### src/design/two_axis_segment_move_planner_top_defines.svh
// Assertion macros used by the top-level design file.
`ifndef TWO_AXIS_SEGMENT_MOVE_PLANNER_TOP_DEFINES_SVH
`define TWO_AXIS_SEGMENT_MOVE_PLANNER_TOP_DEFINES_SVH

`ifndef SYNTHESIS
`define TASMP_ASSERT_IMPLY(lbl, clk, rstn, ante, cons) \
    lbl: assert property (@(posedge clk) disable iff (!(rstn)) (ante) |-> (cons)) \
        else $error("same-cycle check failed");
`define TASMP_ASSERT_NEXT(lbl, clk, rstn, ante, cons) \
    lbl: assert property (@(posedge clk) disable iff (!(rstn)) (ante) |=> (cons)) \
        else $error("next-cycle check failed");
`else
`define TASMP_ASSERT_IMPLY(lbl, clk, rstn, ante, cons)
`define TASMP_ASSERT_NEXT(lbl, clk, rstn, ante, cons)
`endif

`endif

### src/design/tasmp_pkg.sv
package tasmp_pkg;

    localparam int SENSOR_FULL = 1023;

    localparam int DIV_NW = 50;
    localparam int DIV_DW = 36;
    localparam int DIV_CW = 6;

    localparam logic [DIV_CW-1:0] NB_ZMAX = 6'd30;
    localparam logic [DIV_CW-1:0] NB_TGT  = 6'd30;
    localparam logic [DIV_CW-1:0] NB_FREQ = 6'd48;
    localparam logic [DIV_CW-1:0] NB_SF   = 6'd50;

    localparam logic [19:0] ZMAX_FLOOR = 20'd1000;
    localparam logic [15:0] FREQ_FLOOR = 16'd10;
    localparam logic [15:0] FREQ_SAT   = 16'hFFFF;

    localparam int APB_AW = 5;

    localparam logic [2:0] REG_SENSOR_MIN   = 3'd0;
    localparam logic [2:0] REG_SENSOR_MAX   = 3'd1;
    localparam logic [2:0] REG_REF_FREQ     = 3'd2;
    localparam logic [2:0] REG_Z_FULL_SCALE = 3'd3;
    localparam logic [2:0] REG_REF_RADIUS   = 3'd4;
    localparam logic [2:0] REG_MM_PER_COUNT = 3'd5;

    typedef struct packed {
        logic [9:0]  sensor_min;
        logic [9:0]  sensor_max;
        logic [15:0] ref_freq;
        logic [19:0] z_full_scale;
        logic [23:0] ref_radius;
        logic [23:0] mm_per_count;
    } cfg_t;

    typedef struct packed {
        logic               first_sample;
        logic               last_sample;
        logic [9:0]         sample_reading;
        logic signed [31:0] sample_target;
        logic signed [31:0] main_position;
        logic signed [31:0] second_position;
    } in_t;

    typedef struct packed {
        logic        move_valid;
        logic [31:0] main_pulses;
        logic        main_dir;
        logic [15:0] main_freq;
        logic [31:0] second_pulses;
        logic        second_dir;
        logic [15:0] second_freq;
        logic [15:0] segment_number;
        logic        weld_on;
        logic        finished;
    } out_t;

    typedef enum logic [4:0] {
        ST_IDLE,
        ST_CHECK,
        ST_PREP,
        ST_ZDIV,
        ST_ZWAIT,
        ST_ZMAX,
        ST_TPROD,
        ST_TDIV,
        ST_TWAIT,
        ST_ZTGT,
        ST_FDIV,
        ST_FWAIT,
        ST_FREQ,
        ST_SPROD,
        ST_SDIV,
        ST_SWAIT,
        ST_SFREQ,
        ST_EMIT
    } state_t;

    typedef struct packed {
        logic load;
        logic prep;
        logic zdiv;
        logic zmax;
        logic tprod;
        logic tdiv;
        logic ztgt;
        logic fdiv;
        logic freq;
        logic sprod;
        logic sdiv;
        logic sfreq;
        logic emit;
        logic move;
    } cmd_t;

    typedef struct packed {
        logic first;
        logic playing;
        logic div_done;
        logic div_busy;
        logic out_free;
    } status_t;

endpackage

### src/design/tasmp_ctrl.sv
module tasmp_ctrl (
    input  logic                aclk,
    input  logic                aresetn,
    input  logic                s_valid,
    output logic                s_ready,
    input  tasmp_pkg::status_t  status,
    output tasmp_pkg::cmd_t     cmd
);
    import tasmp_pkg::*;

    state_t state_reg, state_next;
    logic   move_reg, move_next;

    always_comb begin
        state_next = state_reg;
        move_next  = move_reg;
        case (state_reg)
            ST_IDLE: begin
                if (s_valid) begin
                    state_next = ST_CHECK;
                end
            end
            ST_CHECK: begin
                move_next  = !status.first && status.playing;
                state_next = (!status.first && status.playing) ? ST_PREP : ST_EMIT;
            end
            ST_PREP:  state_next = ST_ZDIV;
            ST_ZDIV:  state_next = ST_ZWAIT;
            ST_ZWAIT: begin
                if (status.div_done) begin
                    state_next = ST_ZMAX;
                end
            end
            ST_ZMAX:  state_next = ST_TPROD;
            ST_TPROD: state_next = ST_TDIV;
            ST_TDIV:  state_next = ST_TWAIT;
            ST_TWAIT: begin
                if (status.div_done) begin
                    state_next = ST_ZTGT;
                end
            end
            ST_ZTGT:  state_next = ST_FDIV;
            ST_FDIV:  state_next = ST_FWAIT;
            ST_FWAIT: begin
                if (status.div_done) begin
                    state_next = ST_FREQ;
                end
            end
            ST_FREQ:  state_next = ST_SPROD;
            ST_SPROD: state_next = ST_SDIV;
            ST_SDIV:  state_next = ST_SWAIT;
            ST_SWAIT: begin
                if (status.div_done) begin
                    state_next = ST_SFREQ;
                end
            end
            ST_SFREQ: state_next = ST_EMIT;
            ST_EMIT: begin
                if (status.out_free) begin
                    state_next = ST_IDLE;
                end
            end
            default:  state_next = ST_IDLE;
        endcase
    end

    always_comb begin
        cmd     = '0;
        s_ready = 1'b0;
        case (state_reg)
            ST_IDLE: begin
                s_ready  = 1'b1;
                cmd.load = s_valid;
            end
            ST_PREP:  cmd.prep  = 1'b1;
            ST_ZDIV:  cmd.zdiv  = 1'b1;
            ST_ZMAX:  cmd.zmax  = 1'b1;
            ST_TPROD: cmd.tprod = 1'b1;
            ST_TDIV:  cmd.tdiv  = 1'b1;
            ST_ZTGT:  cmd.ztgt  = 1'b1;
            ST_FDIV:  cmd.fdiv  = 1'b1;
            ST_FREQ:  cmd.freq  = 1'b1;
            ST_SPROD: cmd.sprod = 1'b1;
            ST_SDIV:  cmd.sdiv  = 1'b1;
            ST_SFREQ: cmd.sfreq = 1'b1;
            ST_EMIT: begin
                cmd.emit = status.out_free;
                cmd.move = move_reg;
            end
            default: begin
                cmd = '0;
            end
        endcase
    end

    always_ff @(posedge aclk) begin
        if (!aresetn) begin
            state_reg <= ST_IDLE;
            move_reg  <= 1'b0;
        end else begin
            state_reg <= state_next;
            move_reg  <= move_next;
        end
    end

endmodule

### config.mk
export PLATFORM = sky130hd
export DESIGN_NAME = tasmp_ctrl
export DESIGN_NICKNAME = d
export VERILOG_FILES = /design/src/design/two_axis_segment_move_planner_top_defines.svh /design/src/design/tasmp_pkg.sv /design/src/design/tasmp_ctrl.sv
export SDC_FILE = /design/constraint.sdc
export NUM_CORES = 1
export LEC_CHECK = 0
export BUFFER_PORTS_ARGS = -buffer_cell sky130_fd_sc_hd__buf_2
export CAP_MARGIN = 40
export CORE_AREA = 3 3 40 42
export CTS_CLUSTER_DIAMETER = 60
export DETAILED_ROUTE_END_ITERATION = 10
export DIE_AREA = 0 0 43 45
export GPL_TIMING_DRIVEN = 1
export MAX_ROUTING_LAYER = met4
export PLACE_DENSITY = 0.68
export SYNTH_ARGS = -nofsm -noshare
export SYNTH_HDL_FRONTEND = slang
export SYNTH_SLANG_ARGS = --single-unit
### constraint.sdc
create_clock -name aclk -period 4.6 [get_ports aclk]
set_clock_uncertainty 0.2 [all_clocks]
set_input_delay 0 -clock aclk [delete_from_list [all_inputs] [get_ports aclk]]
set_output_delay 0 -clock aclk [all_outputs]
set_load 0.02 [all_outputs]
# == Word-level counts from Yosys, hierarchy flattened ==
# Cells that the tools add are included.
# totals
output_inout_bits,15
reg_bits,6
word_cells,51
in_bits,8
# op_classes
eq_ne,23
n_mux,22
reduce_logical,4
# ops
op,n
5-bit one-hot mux with 18 select lines,1
5-bit by 4-bit equality test with 1-bit output (second input constant),8
5-bit two-way mux,7
5-bit by 3-bit equality test with 1-bit output (second input constant),4
1-bit two-way mux,13
2-bit inequality test (second input constant),6
5-bit by 2-bit equality test with 1-bit output (second input constant),2
5-bit equality test (second input constant),2
6-bit AND reduction,1
5-bit by 1-bit equality test with 1-bit output (second input constant),1
5-bit logical NOT,1
2-bit two-way mux,1
1-bit logical AND,1
1-bit logical NOT,1

# == Longest topological paths before layout ==
# depth
ltp_word,4
mapped_depth,5
ltp_nobuf,4

# == Least setup slack after synthesis ==
# OpenSTA, ideal clock, no wires.
# synth_timing
path_type,reg-to-reg
from,register state_reg[3]
to,register state_reg[0]
arrival_time_ps,1580
path_buffers,0
stages_incl_launch_ff,5
slack_ps,2685
synth_period_minus_slack_ps,1915
required_time_ps,4265
cell_sequence,dfxtp_1 -> or3_1 -> nor3_1 -> a211o_2 -> o41ai_1
# synth_between
elab_chain_len,3
word_cells_on_any_way,26
classes_between,eq/ne (23); mux (1); reduce/logical (2)
# synth_rtl
item,line,source
from (decl),tasmp_ctrl.sv:11,"state_t state_reg, state_next;"
from (signal assigned),tasmp_ctrl.sv:101,state_reg <= state_next;
"5-bit by 3-bit equality test with 1-bit output, or another cell as far along",tasmp_ctrl.sv:17,case (state_reg)
2-bit inequality test (no line),--,
6-bit AND reduction (no line),--,
# Several ways; a longest one is shown, not always the timed one.
# A chain may end at the register's enable or synchronous reset.

# == Worst setup path after layout ==
# layout_timing
from,register state_reg[0]
to,register state_reg[4]
# Same word-level chain as after synthesis.

==> metrics <==
Clock Pin Slew Worst Setup and Hold Paths=0.04 ns; CTS tree=done; DR iter-0 viols=13; Tot GR Track Use=0.167; fin crit share=0.672; most used cell, CP=dlygate4sd3_1; Synth Instances=76; setup TNS=0 ns; Slew Limit Fails=0; Routability Congestion=0.805; number of global-route vias before repair=528; Die Wd=43 um; Critical R2R Launch=state_reg[0]$_SDFFE_PN0P_; Crit path largest cell delay=0.63 ns; share of layout cells above drive strength 1=0.280; Vias/cell=5.30; Core Region=0.00128 mm^2; die height=45 um; CTS root buffer=clkbuf_4; DPL Wire Length=940 um; largest family of logic cells by synthesized area=simple AND/OR/NAND/NOR gates; #FFs+latches synth=6; leakage=0.303 nW; Crit-path slowest cell=dfxtp_1; hold path cells=4; PostCTS Resize Cnt=0; worst reg2reg endpoint=state_reg[4]$_SDFFE_PN0P_; CTS Hold Bufs=6; Post-Synth Adder-Cell Area=0; n_diodes=0; initial antenna violation count=0; H-tree depth=1; startpoint types=flip-flop; Rel. slew slack=0.660; proportion of power drawn by the clock network=0.171; # nets final=110; # IOs=23; Pwr per Cell Area=402 mW/mm^2; Synth cell types=30; register area share after synthesis=0.229; Via Count=609; Final setup viols=0; Avg Inst Size Synth=6.91 um^2; xor and xnor area share after synthesis=0; arrival time worst endpoint=3.07 ns; Switching Share=0.452; fmax=324 MHz; area leader, netlist=dfxtp_1; Worst IR Drop VDD=0.324 mV; drt wl/cell=11.5 um; buffer count from post-CTS setup fixing=0; top post-synthesis cells by area=dfxtp_1 23%, nor2_1 8.6%, nor3_1 6.7%, nand2b_1 6.0%, nand2_1 4.3%; Ys Warns=0; I/O Buffers=21; largest net degree at the start of global routing=19; post-synth top area share=0.229; Worst R2R Path Depth=6; complex-gate fraction of the synthesized area=0.202; Rows=13; ys flop type=dfxtp_1; insertion delay to the later sink of the worst-skew pair=0.24 ns; ANT nets after route=0; Synth Area in Simple Gates=0.464; max reg flops=5; total routed wirelength=1320 um; Total Power=0.282 mW; Hold WC Path Type=input port to flip-flop; setup repair after global routing missed its margin=false; post-synthesis net count=84; Remaining DRCs=0; initial cell density of the core=0.409; Area Overhead vs Synth=33.6%; Post-synth EDFFs=0; reg2reg setup slack=1.51 ns; multiplexer share of the synthesized area=0.0190; First-pass DRT Iterations=4; Logic pwr share=0.481; Cell Area, Synth=526 um^2; number of clock sinks=6; switching power total=0.128 mW; GRT overflow=0; CP endpoint kind=flip-flop; Crit Path Max Fanout=18; hold_sp=status[3]; Final Hold Vio Count=0; FFs w/ async S/R, synth=0; worst path cell trace=or3b_2, nor3_1, nand2_1, dlygate4sd3_1, o31ai_1, dlygate4sd3_1; Hold WS=0.0569 ns; fin crit period=3.09 ns; Num CTS Buffers=3; WP data required=4.58 ns; Flop pwr share=0.348; Internal Power=0.154 mW; status=complete, no violations; first-pass GRT wire length=2450 um; die area=0.00194 mm^2; max_cap viols=0; Endpoint, Worst Hold=move_reg$_SDFFE_PN0N_; Setup CP Type=flip-flop to flip-flop; pin slew with the least headroom to its limit=0.509 ns; clock buffer depth=2
==> worst max-delay path, delay by kind of cell (launching register included) <==
family | cells | cell delay, ns
AO/OA/AOI/OAI | 1 | 0.07
buffers and inverters | 2 | 1.16
flip-flops | 1 | 0.63
AND/OR/NAND/NOR | 3 | 0.96
==> layer usage <==
layer | GRT usage | vias to the layer above | wire length, um
li1 | - | 324 | -
met1 | 0.242 | 263 | 637
met2 | 0.231 | 20 | 589
met3 | 0.0239 | 2 | 80
met4 | 0.0723 | 0 | 14
met5 | - | - | 0
==> stage by stage <==
step	worst slack, ns	cells	utilization	instance area (um^2)
floorplan	2.69	76	-	526
global placement	2.53	106	0.482	619
detailed placement	2.54	106	0.482	619
CTS	1.60	115	0.546	702
global route	1.39	115	0.546	702
finish	1.51	115	0.546	702
==> power groups by stage <==
| stage | Clock [mW] | Sequential (mW) | Combinational, mW |
|---|---|---|---|
| after floorplan | 0 | 0.0694 | 0.133 |
| after global placement | 0 | 0.0983 | 0.126 |
| after detailed placement | 0 | 0.0982 | 0.128 |
| after CTS | 0.0504 | 0.0971 | 0.135 |
| after global routing | 0.0523 | 0.104 | 0.149 |
| final | 0.0483 | 0.0981 | 0.136 |
==> synth_stat cells, drive strengths merged, types with 3 or more instances <==
cell,number
nor2,12
nor3,7
dfxtp,6
nand2,6
clkbuf,5
nand2b,5
inv,4
a21oi,3
nor2b,3
==> kinds of logic (layout without fill, tap and decap cells) <==
| group | count (synthesis) | after routing |
|---|---|---|
| AOI/OAI and AO/OA | 14 | 14 |
| and+or+nand+nor | 45 | 45 |
| buffers and inverters | 10 | 34 |
| DFF | 6 | 6 |
| muxes | 1 | 1 |
==> final cells by class <==
class	instances	area [um^2]
fill	135	583
multi-input combinational	60	360
timing repair buffer	27	165
sequential	6	120
clock buffer	3	22.5
tap	15	18.8
inverter	4	15.0
==> how the worst max path moves through the flow <==
stage / cells past startpoint / from / slack (ns) / end
finish: 6 / state_reg[0]$_SDFFE_PN0P_ / 1.51 / state_reg[4]$_SDFFE_PN0P_
global route: 6 / state_reg[0]$_SDFFE_PN0P_ / 1.39 / state_reg[4]$_SDFFE_PN0P_
CTS: 6 / state_reg[0]$_SDFFE_PN0P_ / 1.60 / state_reg[4]$_SDFFE_PN0P_
detailed placement: 4 / state_reg[0]$_SDFFE_PN0P_ / 2.54 / state_reg[0]$_SDFFE_PN0P_
global placement: 4 / state_reg[0]$_SDFFE_PN0P_ / 2.53 / state_reg[0]$_SDFFE_PN0P_
floorplan: 4 / state_reg[3]$_SDFFE_PN0P_ / 2.69 / state_reg[0]$_SDFFE_PN0P_
==> cells in the final DEF (no fill, tap or decap), types with 2 or more instances in the layout <==
cell / synthesis / routed
nand2_1: 6 / 6
nor2_1: 12 / 12
and2_1: 2 / 2
nand2b_1: 5 / 5
inv_1: 4 / 4
dfxtp_1: 6 / 6
a21oi_1: 3 / 3
nor3_1: 7 / 7
nor2b_1: 3 / 3
buf_2: 0 / 21
nor4_1: 2 / 2
dlygate4sd3_1: 0 / 6
o21ai_0: 2 / 2
or3_1: 2 / 2
clkbuf_4: 0 / 3
Note: power is estimated with default switching activity, not from simulation.
